[src/life_generation_torus_defines.svh]
// Assertion macros shared by the life_generation_torus RTL.
`ifndef LIFE_GENERATION_TORUS_DEFINES_SVH
`define LIFE_GENERATION_TORUS_DEFINES_SVH

// Same-cycle implication, sampled on clk and disabled while rst_n is low.
`define LGT_ASSERT_IMP(lbl, ante, cons) \
    lbl: assert property (@(posedge clk) disable iff (!rst_n) (ante) |-> (cons)) \
        else $error("life_generation_torus: implication check failed");

// Next-cycle implication, sampled on clk and disabled while rst_n is low.
`define LGT_ASSERT_NXT(lbl, ante, cons) \
    lbl: assert property (@(posedge clk) disable iff (!rst_n) (ante) |=> (cons)) \
        else $error("life_generation_torus: next-cycle check failed");

`endif

[src/lgt_ram.sv]
// Generic single-write, single-read RAM with registered read data.
`timescale 1ns / 1ps

module lgt_ram #(
    parameter int WIDTH = 64,
    parameter int DEPTH = 64
) (
    input  logic                     clk,
    input  logic                     we,
    input  logic [$clog2(DEPTH)-1:0] waddr,
    input  logic [WIDTH-1:0]         wdata,
    input  logic                     re,
    input  logic [$clog2(DEPTH)-1:0] raddr,
    output logic [WIDTH-1:0]         rdata
);

    logic [WIDTH-1:0] mem [DEPTH];
    logic [WIDTH-1:0] rdata_reg;

    always_ff @(posedge clk)
    begin
        if (we)
        begin
            mem[waddr] <= wdata;
        end
        if (re)
        begin
            rdata_reg <= mem[raddr];
        end
    end

    assign rdata = rdata_reg;

endmodule

[config.mk]
export PLATFORM = sky130hd
export DESIGN_NAME = lgt_ram
export DESIGN_NICKNAME = d
export VERILOG_FILES = /design/src/life_generation_torus_defines.svh /design/src/lgt_ram.sv
export SDC_FILE = /design/constraint.sdc
export NUM_CORES = 2
export LEC_CHECK = 0
export ABC_AREA = 0
export BUFFER_PORTS_ARGS = -buffer_cell sky130_fd_sc_hd__buf_2
export CAP_MARGIN = 10
export CORE_MARGIN = 5
export CORE_UTILIZATION = 56
export CTS_BUF_LIST = sky130_fd_sc_hd__clkbuf_4 sky130_fd_sc_hd__clkbuf_8
export DETAILED_ROUTE_END_ITERATION = 10
export GPL_TIMING_DRIVEN = 1
export PLACE_DENSITY_LB_ADDON = 0.3
export SYNTH_ARGS = -nofsm -noshare
export SYNTH_HDL_FRONTEND = slang
export SYNTH_SLANG_ARGS = --single-unit
[constraint.sdc]
create_clock -name clk -period 12.61 [get_ports clk]
set_clock_uncertainty 0.2 [all_clocks]
set_input_delay 2.522 -clock clk [delete_from_list [all_inputs] [get_ports clk]]
set_output_delay 2.522 -clock clk [all_outputs]
set_load 0.02 [all_outputs]
==> flow_metrics.tcl <==
set metrics [dict create \
    ys_seq_area_frac 0.796 \
    timing.rr.end "rdata[38]" \
    synth-simple-area-share 0.0123 \
    synth_area_mm2 0.157 \
    tns_ps 0 \
    ys_warn_count 0 \
    synth_adder_area_share 0 \
    rrSetupSlack_ps 10080 \
    worstMarginPinSlew_ps 1340 \
    largest_register_ffs 4096 \
    path_class "in -> reg" \
    yosys.area.top_type "edfxtp_1" \
    fp.dieH_um 539 \
    postCtsSetupRepairBufs 0 \
    post-synth-top-area-fraction 0.796 \
    fin_area_mm2 0.175 \
    grt_max_degree 139 \
    layout.nets 7278 \
    critPathArrivalTime_ps 6460 \
    path_cells "buf_12 > buf_4 > buf_4 > mux4_2 > mux2i_1 > o22ai_1 > a41oi_1 > a211oi_1 > buf_4" \
    crit_fanout 91 \
    min-delay-start "mem[54][28]" \
    avgSynthCellArea_um2 23.8 \
    reg2regPathDepth 5 \
    routedWlPerCell_um 36.5 \
    cts.reportedPaths.clkPinSlew_ps 60 \
    hold_depth 4 \
    slowest_stage "buf_4" \
    cts_buffers 632 \
    grt_pass1_vias 78166 \
    drc 0 \
    crit_top_cell "buf_4" \
    synth_cell_types 32 \
    finalPower_mw 27.4 \
    cts_hold_buf 0 \
    start_util 0.562 \
    rsz0062_at_grt "false" \
    crit_path_start_kind "primary input" \
    vdd_ir_drop_max_mv 0.131 \
    fin_crit_sh 0.465 \
    max_stage_delay_ps 890 \
    setup_ws_ps 6740 \
    synth_edf_count 4160 \
    synth_xor_xnor_area_share 0 \
    grtUsageTotal 0.286 \
    maxSlewViolCount 0 \
    synth_seq_cells 4160 \
    cp-end-kind "flop" \
    cts-root-buf "clkbuf_8" \
    cts_max_level 6 \
    status "finished, final reports clean" \
    drive_gt1_frac 0.316 \
    setup_viol 0 \
    final_common_cell "edfxtp_1" \
    gp_congestion 0.779 \
    antenna_found_initial 26 \
    synthMuxAreaShare 0.156 \
    crit_required_ps 13200 \
    dpl_worst_slack_ps 5630 \
    synthTopCellsByArea "edfxtp_1, mux4_2, mux2i_1" \
    power_leakage_nw 54.7 \
    cap_violations 0 \
    syn_nets 6677 \
    finalHoldViolCount 0 \
    worst_hold_path_type "reg -> reg" \
    ios 143 \
    insertion_delay_ps 1070 \
    ctsLongestPathBuffers 4 \
    num_vias 77541 \
    finalCriticalPeriod_ps 5870 \
    final_core_util 0.627 \
    layout_common_cells "edfxtp_1, mux4_2, clkbuf_8, clkbuf_4, buf_4" \
    grt_pass1_wl_um 588000 \
    ys_async_sr_fraction 0 \
    syn_inst 6598 \
    ant_nets 0 \
    cts_resized 0 \
    drt_first_pass_iters 5 \
    initialDrtViolationCount 11052 \
    fmax_mhz 170 \
    die_x_um 539 \
    die_area_mm2 0.291 \
    synth_flop_cell "edfxtp_1" \
    grt_overflow 0 \
    postRouteWirelength_um 418000 \
    synth-compound-area-share 0.0247 \
    power.density_mw_per_mm2 157 \
    place_area_mm2 0.163 \
    vias_per_cell 6.77 \
    synth_top_family_by_area "multiplexers" \
    worstHoldEndpoint "rdata[28]" \
    syn_to_final_growth_pct 11.5 \
    port_buffers 142 \
    post-dp-hpwl_um 215000 \
    cts_tree "done" \
    coreArea_mm2 0.279 \
    clkSinkCount 4160 \
    relSlewSlack 0.103 \
    row_count 194 \
    reg2reg_from "mem[50][38]" \
]
-- worst max-delay path, delay by kind of cell --
kind	cells	cell delay, ps
multiplexers	2	780
AO/OA/AOI/OAI	3	500
buffers and inverters	4	2340
-- routing by layer --
metal  share of wire  track usage
met5         0.00013            0
met1            0.36        0.405
met2            0.47        0.438
met3            0.13       0.0693
met4           0.045        0.114
-- synth_stat cells (34+ instances only) --
cell type	instances
mux2i_1	135
a211oi_1	63
mux4_2	1024
nand3_1	45
a22o_1	88
buf_4	34
a22oi_1	168
nor2_1	112
o221ai_1	38
and3_1	64
clkbuf_1	140
buf_2	170
edfxtp_1	4160
nand2_1	58
o22ai_1	83
-- through the flow --
stage	instances	hold WS (ps)
finish	11452	718
global route	11442	750
CTS	11430	712
detailed placement	10289	700
global placement	10289	689
floorplan	6598	665
-- how the worst max path moves through the flow --
stage	startpoint	to	depth (start not counted)
floorplan	waddr[3]	mem[48][0]	4
global route	raddr[0]	rdata[8]	9
global placement	raddr[0]	rdata[8]	9
detailed placement	raddr[0]	rdata[8]	9
CTS	raddr[0]	rdata[8]	9
finish	raddr[0]	rdata[8]	9
-- report_power, final --
| part | switching [mW] | internal (mW) |
|---|---|---|
| registers | 0.0504 | 15.3 |
| clock network | 5.15 | 5.59 |
| logic | 0.803 | 0.460 |
-- area by class of cell --
| type | count | area (µm²) |
|---|---|---|
| clock buffer | 836 | 10300 |
| inverter | 19 | 71.3 |
| timing repair buffer | 337 | 2370 |
| clock inverter | 305 | 1890 |
| tap | 3724 | 4660 |
| sequential | 4160 | 125000 |
| multi-input combinational | 2049 | 30800 |
| antenna | 22 | 55.1 |
| fill | 18249 | 104000 |
-- cells by family (layout without fill, tap and decap cells) --
| logic type | after synthesis | in the layout |
|---|---|---|
| compound gates | 504 | 504 |
| mux | 1159 | 1159 |
| buf+inv | 389 | 1497 |
| simple gates | 386 | 386 |
| other cells | 0 | 22 |
| flops | 4160 | 4160 |
Note: power is estimated with default switching activity, not from simulation.
