**src/life_generation_torus_defines.svh**
```systemverilog
// Assertion macros shared by the life_generation_torus RTL.
`ifndef LIFE_GENERATION_TORUS_DEFINES_SVH
`define LIFE_GENERATION_TORUS_DEFINES_SVH

// Same-cycle implication, sampled on clk and disabled while rst_n is low.
`define LGT_ASSERT_IMP(lbl, ante, cons) \
    lbl: assert property (@(posedge clk) disable iff (!rst_n) (ante) |-> (cons)) \
        else $error("life_generation_torus: implication check failed");

// Next-cycle implication, sampled on clk and disabled while rst_n is low.
`define LGT_ASSERT_NXT(lbl, ante, cons) \
    lbl: assert property (@(posedge clk) disable iff (!rst_n) (ante) |=> (cons)) \
        else $error("life_generation_torus: next-cycle check failed");

`endif

```
**src/lgt_pkg.sv**
```systemverilog
// Shared types, constants and helpers of the toroidal Life engine.
`timescale 1ns / 1ps

package lgt_pkg;

    localparam int CELLS_W      = 64;
    localparam int IDX_W        = 6;
    localparam int REQ_W        = 2;
    localparam int SIZE_W       = 7;
    localparam int CFG_IDX_W    = 1;
    localparam int MAX_ROWS_DEF = 64;
    localparam int MAX_COLS_DEF = 64;

    localparam logic [SIZE_W-1:0] SIZE_RESET = 7'd32;
    localparam logic [SIZE_W-1:0] SIZE_MIN   = 7'd3;

    // Request codes.
    localparam logic [REQ_W-1:0] REQ_WRITE   = 2'd0;
    localparam logic [REQ_W-1:0] REQ_READ    = 2'd1;
    localparam logic [REQ_W-1:0] REQ_ADVANCE = 2'd2;

    // Configuration register indexes.
    localparam logic [CFG_IDX_W-1:0] REG_ACTIVE_ROWS = 1'b0;
    localparam logic [CFG_IDX_W-1:0] REG_ACTIVE_COLS = 1'b1;

    // Neighbor count (or'ed with the cell's own bit) that yields a live cell.
    localparam logic [3:0] LIFE_SUM = 4'd3;

    typedef struct packed {
        logic shift;   // push a new row bit into the vertical window
        logic active;  // column lies inside the active region
    } cell_ctrl_t;

    // Saturate a size register to the range 3..maxv.
    function automatic logic [SIZE_W-1:0] clamp_size(
        input logic [SIZE_W-1:0] v,
        input logic [SIZE_W-1:0] maxv
    );
        logic [SIZE_W-1:0] res;
        if (v < SIZE_MIN) begin
            res = SIZE_MIN;
        end
        else if (v > maxv) begin
            res = maxv;
        end
        else begin
            res = v;
        end
        return res;
    endfunction

endpackage

```
**src/lgt_cell.sv**
```systemverilog
// One column cell: a three-row vertical window and the Life rule for its column.
`timescale 1ns / 1ps

module lgt_cell (
    input  logic                clk,
    input  lgt_pkg::cell_ctrl_t ctrl,
    input  logic                din,
    input  logic [1:0]          vsum_left,
    input  logic [1:0]          vsum_right,
    output logic [1:0]          vsum,
    output logic                new_bit
);

    import lgt_pkg::*;

    logic up_reg, mid_reg, down_reg;
    logic up_next, mid_next, down_next;
    logic [3:0] nbr_count;

    always_comb
    begin
        up_next   = ctrl.shift ? mid_reg  : up_reg;
        mid_next  = ctrl.shift ? down_reg : mid_reg;
        down_next = ctrl.shift ? din      : down_reg;
    end

    always_ff @(posedge clk)
    begin
        up_reg   <= up_next;
        mid_reg  <= mid_next;
        down_reg <= down_next;
    end

    // Column sum handed to both horizontal neighbors.
    assign vsum = 2'(up_reg) + 2'(mid_reg) + 2'(down_reg);

    assign nbr_count = 4'(vsum_left) + 4'(vsum_right) + 4'(up_reg) + 4'(down_reg);

    assign new_bit = ctrl.active && ((nbr_count | 4'(mid_reg)) == LIFE_SUM);

endmodule

```
**config.mk**
```make
export PLATFORM = sky130hd
export DESIGN_NAME = lgt_cell
export DESIGN_NICKNAME = d
export VERILOG_FILES = /design/src/life_generation_torus_defines.svh /design/src/lgt_pkg.sv /design/src/lgt_cell.sv
export SDC_FILE = /design/constraint.sdc
export NUM_CORES = 1
export LEC_CHECK = 0
export BUFFER_PORTS_ARGS = -buffer_cell sky130_fd_sc_hd__buf_2
export CAP_MARGIN = 20
export CORE_AREA = 2 2 39 41
export CTS_BUF_LIST = sky130_fd_sc_hd__clkbuf_4
export DETAILED_ROUTE_END_ITERATION = 7
export DIE_AREA = 0 0 41 43
export PLACE_DENSITY = 0.39
export RECOVER_POWER = 50
export SYNTH_ARGS = -nofsm -noshare
export SYNTH_HDL_FRONTEND = slang
export SYNTH_SLANG_ARGS = --single-unit
```
**constraint.sdc**
```tcl
create_clock -name clk -period 3.1 [get_ports clk]
set_clock_uncertainty 0.2 [all_clocks]
set_input_delay 0.465 -clock clk [delete_from_list [all_inputs] [get_ports clk]]
set_output_delay 0.465 -clock clk [all_outputs]
set_load 0.01 [all_outputs]
```
==> impl_results.md <==
* Status: completed
* Grt total ovfl at 0
* Synth area leaders: edfxtp_1 39%, fa_1 26%, ha_1 16%
* Max Cap Viol at 0
* Final Hold Fails at 0
* Root Driver: clkbuf_4
* Post-DP HPWL at 353 um
* Nets at 43
* Setup violators final at 0
* WS Path Type: reg2out
* Initial core utilization at 16.7%
* Final Cycle Share at 95.5%
* Antenna Diode Count at 0
* CP Capture Type: output pin
* CP max stage cell: fa_1
* Initial antenna violation count at 0
* Worst skew pair latency at ~0.23 ns
* Chip width at 41 um
* Routed length per instance at about 10 um
* Largest net degree at the start of global routing at 4
* Max Root-Sink Buffers at 2
* Count of different cell masters after synthesis at 8
* Clock sinks at 3
* Worst-margin pin slew at 0.187 ns
* Seq cells post-synth at 3
* Critical path cell sequence: fa_1, ha_1, fa_1, o211a_1, a211oi_2, buf_2
* Max frequency at 338 MHz
* Synth area leader: edfxtp_1
* Total track usage at 7.60%
* Number of global-route vias before repair at around 190
* Crit path required time at 2.43 ns
* Final WS setup at 0.141 ns
* Setup TNS at 0 ns
* DRT iter0 DRCs at 0
* Syn Inst Count at 14
* CTS tree: yes
* # Post-CTS Setup Buffers at 0
* Routed WL at 446 um
* Cell row count at 14
* Die H at 43 um
* # port buffers at 10
* Synth Area per Inst at 16.5 sq um
* Residual DRC at 0
* Cell area after synthesis at between 200 and 250 sq um
* Top-level I/O count at 11
* Share of post-route cells with drive strength above 1 at 50.0%
* LEAKAGE at 0.151 nW
* Power Density at 508 nW/um^2
* DRT Pass-1 Iters at 1
* CTS Buf Count at 3
* Vias/cell at between 3 and 4
* CTS HTree Levels at 1
* YS warnings at 0
* DIE AREA at 1760 sq um
* Most frequent CP cell: fa_1
* Tightest Hold Check Type: in2reg
* Vias at 171
* Sequential area share after synthesis at 38.9%
* Area share of the largest cell type after synthesis at 38.9%
* Crit-path max FO at 3
* Startpoint types: flip-flop
* Critical Path Max Stage Delay at ~0.45 ns
* Clk pin slew, worst setup/hold paths at 0.04 ns
* Worst VDD drop at around 0.00017 V
* Synthesized net count at 28
* First-pass GRT wire length at approximately 810 um
* Minimum clock period at roughly 3.0 ns
* Std-Cell Core Area at 1380 sq um
* Critical Path AT at ~2.3 ns
* Max-slew violations at 0
* PostCTS Resize Cnt at 0
* Worst slack at placement at 0.180 ns
* RSZ-0062 raised after global routing: no
* Number of hold buffers added after cts at 0
* Rel. slew slack at 87.4%
* Area grow syn2layout at 42.7%
* RePlAce Congestion at 0.598
* Final antenna-violating net count at 0
[critical path: cells and delay by family (launching register included)]
family | cells | cell delay, ns
flops | 1 | 0.42
fa+ha+maj | 3 | 1.07
buf+inv | 1 | 0.15
compound gates | 2 | 0.41
[kinds of logic (layout without fill, tap and decap cells)]
family          Yosys count  count (layout)  share of synthesized area (%)
compound gates            3               3                           13.0
simple gates              2               2                           5.95
flops                     3               3                           38.9
buf+inv                   0              14                              0
fa+ha+maj                 6               6                           42.2
[cells in the mapped netlist]
| library cell | n |
|---|---|
| ha_1 | 3 |
| edfxtp_1 | 3 |
| nand3b_1 | 1 |
| o211a_1 | 1 |
| o211ai_1 | 1 |
| or2_1 | 1 |
| a211oi_2 | 1 |
| fa_1 | 3 |
[per-stage QoR]
step	total power [mW]	instances	area (sq um)	hold WS (ns)	utilization [%]
after global placement	0.0901	40	302	0.315	21.8
after detailed placement	0.0914	40	302	0.313	21.8
after global routing	0.183	44	330	0.199	23.9
final	0.168	44	330	0.211	23.9
after floorplan	0.0772	14	231	0.287	-
after CTS	0.173	44	332	0.199	24.0
[worst paths after layout]
kind | endpoint | slack, ns | cells after the start | from
worst min register to register | mid_reg | 0.31 | 0 | down_reg
worst min-delay path | down_reg | 0.21 | 1 | din
worst max register to register | up_reg | 2.19 | 0 | mid_reg
worst max-delay path | new_bit | 0.14 | 6 | down_reg
[area by class of cell]
type	instances	area, sq um
Tap cell	16	20.0
Clock buffer	4	30.0
Fill cell	155	1050
Timing Repair Buffer	10	48.8
Multi-Input combinational cell	11	141
Sequential cell	3	90.1
[cells in the final DEF (no fill, tap or decap)]
| cell type | instances |
|---|---|
| o211a_1 | 1 |
| o211ai_1 | 1 |
| clkbuf_1 | 1 |
| a211oi_2 | 1 |
| ha_1 | 3 |
| clkbuf_4 | 4 |
| fa_1 | 3 |
| buf_2 | 9 |
| or2_1 | 1 |
| edfxtp_1 | 3 |
| nand3b_1 | 1 |
[power breakdown]
part	internal [mW]	switching [mW]	leakage (nW)
Sequential	0.0484	0.00275	0.0294
Combinational	0.0197	0.0198	0.103
Clock	0.0569	0.0201	0.0184
Total	0.125	0.0426	0.151
[routing by layer]
layer	share of wire, %	vias to the layer above	track usage (%)
met5	0	-	0
met4	0	0	8.00
met3	7.8	0	4.71
met2	45	11	9.69
met1	47	77	7.62
li1	-	83	-
No activity file was read; power rests on OpenSTA's default activity.
